$ cat config.mk
export PLATFORM = sky130hd
export DESIGN_NAME = socks5_request_header_parser
export DESIGN_NICKNAME = d
export VERILOG_FILES = /design/src/rtl/s5p_pkg.sv /design/src/rtl/socks5_request_header_parser.sv /design/src/rtl/s5p_in_reg.sv /design/src/rtl/s5p_parse.sv /design/src/rtl/s5p_out_reg.sv
export SDC_FILE = /design/constraint.sdc
export NUM_CORES = 1
export LEC_CHECK = 0
export BUFFER_PORTS_ARGS = -buffer_cell sky130_fd_sc_hd__buf_2
export CAP_MARGIN = 30
export CORE_MARGIN = 2
export CORE_UTILIZATION = 56
export CTS_BUF_LIST = sky130_fd_sc_hd__clkbuf_4 sky130_fd_sc_hd__clkbuf_8 sky130_fd_sc_hd__clkbuf_16
export DETAILED_ROUTE_END_ITERATION = 16
export PLACE_DENSITY = 0.8
export SETUP_SLACK_MARGIN = 0.3
export SYNTH_ARGS = -nofsm -noshare
export SYNTH_HDL_FRONTEND = slang
export SYNTH_HIERARCHICAL = 1
export SYNTH_SLANG_ARGS = --single-unit
$ cat constraint.sdc
create_clock -name clk -period 4.67 [get_ports clk]
set_input_delay 0.7005 -clock clk [delete_from_list [all_inputs] [get_ports clk]]
set_output_delay 0.7005 -clock clk [all_outputs]
set_load 0.02 [all_outputs]
$ cat src/rtl/s5p_pkg.sv
// shared types and codes for the socks5 request header parser
`default_nettype none

package s5p_pkg;

  // protocol bytes
  localparam logic [7:0] SOCKS_VERSION = 8'h05;
  localparam logic [7:0] CMD_CONNECT   = 8'h01;
  localparam logic [7:0] ATYP_IPV4     = 8'h01;
  localparam logic [7:0] ATYP_DOMAIN   = 8'h03;
  localparam logic [7:0] ATYP_IPV6     = 8'h04;
  localparam logic [7:0] IPV4_LEN      = 8'd4;
  localparam logic [7:0] IPV6_LEN      = 8'd16;
  localparam logic [8:0] HOST_CAP_RST  = 9'd256;

  // parser phase
  typedef enum logic [2:0] {
    PH_VER  = 3'd0,
    PH_CMD  = 3'd1,
    PH_RSV  = 3'd2,
    PH_ATYP = 3'd3,
    PH_DLEN = 3'd4,
    PH_ADDR = 3'd5,
    PH_PHI  = 3'd6,
    PH_PLO  = 3'd7
  } phase_t;

  // result kind
  localparam logic [1:0] KIND_ADDR   = 2'd0;
  localparam logic [1:0] KIND_DONE   = 2'd1;
  localparam logic [1:0] KIND_REJECT = 2'd2;

  // address type codes
  localparam logic [1:0] TYPE_IPV4   = 2'd0;
  localparam logic [1:0] TYPE_DOMAIN = 2'd1;
  localparam logic [1:0] TYPE_IPV6   = 2'd2;

  // error kinds
  localparam logic [1:0] ERR_GENERAL = 2'd0;
  localparam logic [1:0] ERR_CMD     = 2'd1;
  localparam logic [1:0] ERR_ATYP    = 2'd2;

  // one input item
  typedef struct packed {
    logic       restart;
    logic [7:0] rx_byte;
  } item_t;

  // one result item
  typedef struct packed {
    logic [1:0]  kind;
    logic [7:0]  addr_byte;
    logic [7:0]  addr_index;
    logic [1:0]  addr_type;
    logic [7:0]  addr_length;
    logic [15:0] dest_port;
    logic [1:0]  error_kind;
  } result_t;

  // handshake between the parse stage and the input register
  typedef struct packed {
    logic valid;
    logic take;
  } stage_ctl_t;

endpackage

`default_nettype wire

$ cat src/rtl/socks5_request_header_parser.sv
// top level of the socks5 request header parser
//
// Usage:
//   in_*  : one request byte per item; in_tdata[7:0] is the byte and
//           in_tuser[0] forces it to be taken as the version byte of a new
//           request.
//   out_* : zero or one result per input byte; out_tuser holds the kind
//           (address byte, request complete, request rejected), out_tdata
//           the address byte and index, type, length, port and error kind.
//   cfg_* : write of the 9-bit host capacity; always ready. The user must
//           see it written while idle; the block does not enforce this.
// Path: an accepted byte sits in the input register and is decoded into the
//   result register once that register has room for a result.
// Throughput: one byte per cycle while results have room; the per-byte state
//   update is a single decode step from the input to the result register.
// Reset: synchronous, active low; the parser waits for a version byte and
//   the host capacity returns to 256.
// Stall: while out_tready is low the result register holds its item; the
//   input register still takes a byte, and further bytes wait only when a
//   held byte has a result with no place to go.
`default_nettype none

module socks5_request_header_parser (
  input  wire logic        clk,
  input  wire logic        rst_n,
  // input channel
  input  wire logic        in_tvalid,
  output logic             in_tready,
  input  wire logic [7:0]  in_tdata,   // [7:0] rx_byte
  input  wire logic [0:0]  in_tuser,   // [0] restart
  // result channel
  output logic             out_tvalid,
  input  wire logic        out_tready,
  output logic [47:0]      out_tdata,  // [7:0] addr_byte, [15:8] addr_index,
                                       // [17:16] addr_type, [25:18] addr_length,
                                       // [41:26] dest_port, [43:42] error_kind
  output logic [1:0]       out_tuser,  // [1:0] kind
  // configuration
  input  wire logic        cfg_valid,
  output logic             cfg_ready,
  input  wire logic [8:0]  cfg_data
);
  import s5p_pkg::*;

  item_t      in_item, hold_item;
  logic       hold_valid;
  stage_ctl_t ctl;
  logic       res_valid;
  result_t    res, out_res;
  logic       room;

  assign in_item.rx_byte = in_tdata;
  assign in_item.restart = in_tuser[0];
  assign cfg_ready       = 1'b1;

  // input register
  s5p_in_reg u_in (
    .clk        (clk),
    .rst_n      (rst_n),
    .in_valid   (in_tvalid),
    .in_ready   (in_tready),
    .in_item    (in_item),
    .take       (ctl.take),
    .hold_valid (hold_valid),
    .hold_item  (hold_item)
  );

  // decode
  s5p_parse u_parse (
    .clk        (clk),
    .rst_n      (rst_n),
    .cfg_we     (cfg_valid && cfg_ready),
    .cfg_data   (cfg_data),
    .item_valid (hold_valid),
    .item       (hold_item),
    .out_room   (room),
    .ctl        (ctl),
    .res_valid  (res_valid),
    .res        (res)
  );

  // result register
  s5p_out_reg u_out (
    .clk        (clk),
    .rst_n      (rst_n),
    .load       (res_valid),
    .res        (res),
    .room       (room),
    .out_valid  (out_tvalid),
    .out_ready  (out_tready),
    .out_res    (out_res)
  );

  // pack the result item
  assign out_tuser = out_res.kind;
  assign out_tdata = {4'b0000, out_res.error_kind, out_res.dest_port,
                      out_res.addr_length, out_res.addr_type,
                      out_res.addr_index, out_res.addr_byte};

endmodule

`default_nettype wire

$ cat src/rtl/s5p_in_reg.sv
// input register stage holding one received item
`default_nettype none

module s5p_in_reg (
  input  wire logic          clk,
  input  wire logic          rst_n,
  input  wire logic          in_valid,
  output logic               in_ready,
  input  wire s5p_pkg::item_t in_item,
  input  wire logic          take,
  output logic               hold_valid,
  output s5p_pkg::item_t     hold_item
);
  import s5p_pkg::*;

  logic  valid_r, valid_nxt;
  item_t item_r;
  logic  load;

  // room when empty or when the held item leaves this cycle
  assign in_ready  = !valid_r || take;
  assign load      = in_valid && in_ready;
  assign valid_nxt = load ? 1'b1 : (take ? 1'b0 : valid_r);

  always_ff @(posedge clk) begin
    if (!rst_n) begin
      valid_r <= 1'b0;
    end else begin
      valid_r <= valid_nxt;
    end
  end

  // payload, no reset
  always_ff @(posedge clk) begin
    if (load) begin
      item_r <= in_item;
    end
  end

  assign hold_valid = valid_r;
  assign hold_item  = item_r;

endmodule

`default_nettype wire

$ cat src/rtl/s5p_parse.sv
// header state machine and per-byte decode
`default_nettype none

module s5p_parse (
  input  wire logic           clk,
  input  wire logic           rst_n,
  input  wire logic           cfg_we,
  input  wire logic [8:0]     cfg_data,
  input  wire logic           item_valid,
  input  wire s5p_pkg::item_t item,
  input  wire logic           out_room,
  output s5p_pkg::stage_ctl_t ctl,
  output logic                res_valid,
  output s5p_pkg::result_t    res
);
  import s5p_pkg::*;

  phase_t     phase_r, phase_nxt, ph;
  logic [1:0] type_held_r, type_held_nxt;
  logic [7:0] bytes_left_r, bytes_left_nxt;
  logic [7:0] addr_count_r, addr_count_nxt;
  logic [7:0] port_high_r, port_high_nxt;
  logic [8:0] host_cap_r;
  logic [7:0] b;
  logic       has_res;
  logic       take;

  // capacity register
  always_ff @(posedge clk) begin
    if (!rst_n) begin
      host_cap_r <= HOST_CAP_RST;
    end else if (cfg_we) begin
      host_cap_r <= cfg_data;
    end
  end

  assign b  = item.rx_byte;
  assign ph = item.restart ? PH_VER : phase_r;

  // decode of the held byte
  always_comb begin
    phase_nxt      = ph;
    type_held_nxt  = type_held_r;
    bytes_left_nxt = bytes_left_r;
    addr_count_nxt = addr_count_r;
    port_high_nxt  = port_high_r;
    has_res        = 1'b0;
    res            = '0;
    case (ph)
      PH_VER: begin
        if (b == SOCKS_VERSION) begin
          phase_nxt = PH_CMD;
        end else begin
          has_res        = 1'b1;
          res.kind       = KIND_REJECT;
          res.error_kind = ERR_GENERAL;
        end
      end
      PH_CMD: begin
        if (b == CMD_CONNECT) begin
          phase_nxt = PH_RSV;
        end else begin
          phase_nxt      = PH_VER;
          has_res        = 1'b1;
          res.kind       = KIND_REJECT;
          res.error_kind = ERR_CMD;
        end
      end
      PH_RSV: begin
        phase_nxt = PH_ATYP;
      end
      PH_ATYP: begin
        addr_count_nxt = '0;
        if (b == ATYP_IPV4) begin
          type_held_nxt  = TYPE_IPV4;
          bytes_left_nxt = IPV4_LEN;
          phase_nxt      = PH_ADDR;
        end else if (b == ATYP_DOMAIN) begin
          type_held_nxt = TYPE_DOMAIN;
          phase_nxt     = PH_DLEN;
        end else if (b == ATYP_IPV6) begin
          type_held_nxt  = TYPE_IPV6;
          bytes_left_nxt = IPV6_LEN;
          phase_nxt      = PH_ADDR;
        end else begin
          phase_nxt      = PH_VER;
          has_res        = 1'b1;
          res.kind       = KIND_REJECT;
          res.error_kind = ERR_ATYP;
        end
      end
      PH_DLEN: begin
        if ({1'b0, b} >= host_cap_r) begin
          phase_nxt      = PH_VER;
          has_res        = 1'b1;
          res.kind       = KIND_REJECT;
          res.error_kind = ERR_GENERAL;
        end else begin
          bytes_left_nxt = b;
          phase_nxt      = (b == 8'd0) ? PH_PHI : PH_ADDR;
        end
      end
      PH_ADDR: begin
        has_res        = 1'b1;
        res.kind       = KIND_ADDR;
        res.addr_byte  = b;
        res.addr_index = addr_count_r;
        res.addr_type  = type_held_r;
        addr_count_nxt = addr_count_r + 8'd1;
        bytes_left_nxt = bytes_left_r - 8'd1;
        if (bytes_left_r == 8'd1) begin
          phase_nxt = PH_PHI;
        end
      end
      PH_PHI: begin
        port_high_nxt = b;
        phase_nxt     = PH_PLO;
      end
      PH_PLO: begin
        phase_nxt       = PH_VER;
        has_res         = 1'b1;
        res.kind        = KIND_DONE;
        res.addr_type   = type_held_r;
        res.addr_length = addr_count_r;
        res.dest_port   = {port_high_r, b};
      end
      default: begin
        phase_nxt = PH_VER;
      end
    endcase
  end

  // the item leaves when its result, if any, has a place to go
  assign take      = item_valid && (!has_res || out_room);
  assign res_valid = take && has_res;
  assign ctl.valid = item_valid;
  assign ctl.take  = take;

  // parser state
  always_ff @(posedge clk) begin
    if (!rst_n) begin
      phase_r      <= PH_VER;
      type_held_r  <= '0;
      bytes_left_r <= '0;
      addr_count_r <= '0;
      port_high_r  <= '0;
    end else if (take) begin
      phase_r      <= phase_nxt;
      type_held_r  <= type_held_nxt;
      bytes_left_r <= bytes_left_nxt;
      addr_count_r <= addr_count_nxt;
      port_high_r  <= port_high_nxt;
    end
  end

`ifndef SYNTHESIS
  // address phase always has bytes still to come
  a_addr_left: assert property (@(posedge clk) disable iff (!rst_n)
    (phase_r == PH_ADDR) |-> (bytes_left_r != 8'd0))
    else $error("address phase with no bytes left");

  // completion or rejection returns to the version byte
  a_done_ver: assert property (@(posedge clk) disable iff (!rst_n)
    (res_valid && (res.kind == KIND_DONE || res.kind == KIND_REJECT)) |=>
    (phase_r == PH_VER))
    else $error("parser not back at version byte after end of request");

  // held address type is one of the three decoded types
  a_type_ok: assert property (@(posedge clk) disable iff (!rst_n)
    (type_held_r == TYPE_IPV4 || type_held_r == TYPE_DOMAIN ||
     type_held_r == TYPE_IPV6))
    else $error("bad held address type");

  // no item is consumed while nothing is held
  a_take_valid: assert property (@(posedge clk) disable iff (!rst_n)
    ctl.take |-> ctl.valid)
    else $error("item taken with no item held");
`endif

endmodule

`default_nettype wire

$ cat src/rtl/s5p_out_reg.sv
// result register toward the output channel
`default_nettype none

module s5p_out_reg (
  input  wire logic             clk,
  input  wire logic             rst_n,
  input  wire logic             load,
  input  wire s5p_pkg::result_t res,
  output logic                  room,
  output logic                  out_valid,
  input  wire logic             out_ready,
  output s5p_pkg::result_t      out_res
);
  import s5p_pkg::*;

  logic    valid_r, valid_nxt;
  result_t res_r;

  // free when empty or when the held result is taken this cycle
  assign room      = !valid_r || out_ready;
  assign valid_nxt = load ? 1'b1 : ((valid_r && out_ready) ? 1'b0 : valid_r);

  always_ff @(posedge clk) begin
    if (!rst_n) begin
      valid_r <= 1'b0;
    end else begin
      valid_r <= valid_nxt;
    end
  end

  // payload, no reset
  always_ff @(posedge clk) begin
    if (load) begin
      res_r <= res;
    end
  end

  assign out_valid = valid_r;
  assign out_res   = res_r;

endmodule

`default_nettype wire
==> metrics.txt <==
final instance area=approximately 0.005 sq mm; vias in the first global route=3,103; relative slew slack=0.563; Final min period=3450 ps; WL final=slightly below 10,000 um; hold path startpoint=u_parse/host_cap_r[1]$_SDFFE_PN0P_; Pint=1.17 mW; first-pass GRT wire length=~16,000 um; RR Endpoint=u_out/out_res[41]$_DFFE_PP_; Clock Power Share=0.320; Hold-fix buffers, CTS=0; CTS tree=yes; vias per cell=~5.8; Hold Crit Class=register to register; Worst setup SP type=register; Power Dens Cells=about 320 mW/mm^2; Row Count=32; status=completed; Synth Warn #=6; io pins=between 70 and 80; CTS Sinks=95; ant diodes=0; die width=approximately 93 um; Crit. End Element=primary output; RSZ-0062 raised after global routing=false; r2r startpoint=u_in/hold_item[6]$_DFFE_PP_; gr ovfl total=0; mean post-synth cell area=roughly 11 sq um; H-tree levels=3; Synth-to-Final Area Change=12.6%; dpl ws=between 1500 and 2000 ps; initial antenna violation count=0; fmax=between 0.2 and 0.3 GHz; VDD IR-drop max=around 0.18 mV; cts repair resizes=0; synthesized cell area=0.00447 sq mm; Hold Crit Depth=2; sw power=between 0.4 and 0.5 mW; Cells after Synth=between 400 and 500; share of layout cells above drive strength 1=0.237; end of the worst hold path=u_parse/host_cap_r[1]$_SDFFE_PN0P_; per-cell routed wire length=around 17 um; Root Buffer=clkbuf_8; Worst EP arrival=around 2800 ps; die area=between 0.008 and 0.009 sq mm; DRT iter0 DRCs=261; routability cong.=0.963; Reg clk slew, reported paths=100 ps; worst setup path class=register to primary output; Finish-stage setup viols=0; # port buffers=70; die height=93.3 um; CTS Buf Count=9; fin util=0.651; placed inst area=~0.0048 sq mm; post-route clock period utilization=0.739; max_cap viols=0; Core ar.=a little under 0.008 sq mm; Worst R2R Setup Slack=1710 ps; DP Cell Count=between 500 and 600; Comb pwr share=0.090; final clock skew=around 11 ps; final hold vios=0; fin cells=between 500 and 600; depth of the most critical reg-to-reg path=7; nets=just over 500; DRC=0; setup TNS=0 ps; worst setup margin=approximately 1200 ps; leakage=2.08 nW; max-slew violations=0; switching share of total power=0.267; Least-Margin Pin Slew=656 ps; Fill cells=between 600 and 700; GRT Overall Usage=0.233; post-route ant nets=0; worst skew pair latency=between 300 and 400 ps; total number of vias=between 3k and 4k; TritonRoute pass-1 iters=5; Final HPWL DP=7020 um; sequential share of power=0.590; Worst Path Required=between 3000 and 4000 ps; worst-path maximum fanout=10; Starting Density=0.578; clock buffer depth=2; postcts setup bufs=0; largest net degree at the start of global routing=a little over 40
==> flip-flops by register name, indices dropped and copies added (netlist names) <==
signal                count
u_parse/host_cap_r        9
u_parse/type_held_r       2
u_parse/bytes_left_r      8
u_parse/port_high_r       8
u_out/out_valid           1
u_in/hold_item            9
u_out/out_res            46
u_parse/phase_r           3
u_in/hold_valid           1
u_parse/addr_count_r      8
==> worst max-delay path, stage by stage, from the launching register on <==
cell	delay, ps
edfxtp_1	600
or3b_2	520
a211oi_2	320
or2b_2	220
and3_4	240
a21oi_2	90
inv_1	90
nand2b_4	130
buf_2	170
==> stage by stage <==
stage	hold slack, ps	total power [mW]
after floorplan	438	1.06
after global placement	469	1.10
after detailed placement	477	1.11
after CTS	498	1.61
after global routing	494	1.66
final	505	1.60
==> per-layer routing <==
metal | global-route usage | up-vias | share of wire
met4 | 0.0980 | 0 | 0.024
met5 | 0 | - | 0
met2 | 0.359 | 146 | 0.48
met3 | 0.0403 | 20 | 0.068
li1 | - | 1614 | -
met1 | 0.328 | 1625 | 0.43
==> power by group through the flow <==
stage	Clock (mW)	Combinational [mW]	Sequential (mW)
after floorplan	0	0.0841	0.977
after global placement	0	0.142	0.959
after detailed placement	0	0.144	0.961
after CTS	0.522	0.145	0.942
after global routing	0.552	0.159	0.946
final	0.511	0.144	0.942
==> placed cells by master (no fill, tap or decap), types with 3 or more instances in the layout <==
| master | instances |
|---|---|
| nand4_1 | 5 |
| conb_1 | 5 |
| inv_1 | 16 |
| ha_1 | 11 |
| nor2_1 | 44 |
| nand3_1 | 9 |
| edfxtp_1 | 55 |
| nor3_1 | 8 |
| mux2i_1 | 22 |
| a211oi_1 | 9 |
| dfxtp_1 | 40 |
| a21oi_1 | 16 |
| o21ai_0 | 14 |
| nor4_1 | 3 |
| and2_1 | 24 |
| a31oi_1 | 10 |
| xnor2_1 | 4 |
| and3_1 | 19 |
| clkbuf_8 | 9 |
| nor2b_1 | 5 |
| buf_4 | 3 |
| buf_2 | 70 |
| nand2_1 | 28 |
==> final cells by class <==
type                            instances  area (sq um)  area share
Timing Repair Buffer                   73           373      0.0741
Clock buffer                            9           124      0.0246
Sequential cell                        95          2450       0.488
Multi-Input combinational cell        281          1830       0.363
Clock inverter                          7          62.6      0.0124
Inverter                               17          63.8      0.0127
Tap cell                              102           128      0.0254
==> worst max-delay path by stage <==
| stage | endpoint | cells past startpoint | start |
|---|---|---|---|
| after floorplan | u_out/out_res[0]$_DFFE_PP_ | 6 | u_in/hold_item[7]$_DFFE_PP_ |
| after CTS | in_tready | 8 | u_in/hold_item[1]$_DFFE_PP_ |
| after global placement | in_tready | 8 | u_in/hold_item[1]$_DFFE_PP_ |
| after global routing | in_tready | 9 | u_in/hold_item[6]$_DFFE_PP_ |
| after detailed placement | in_tready | 8 | u_in/hold_item[1]$_DFFE_PP_ |
| final | in_tready | 8 | u_in/hold_item[1]$_DFFE_PP_ |
No activity file was read; power rests on OpenSTA's default activity.
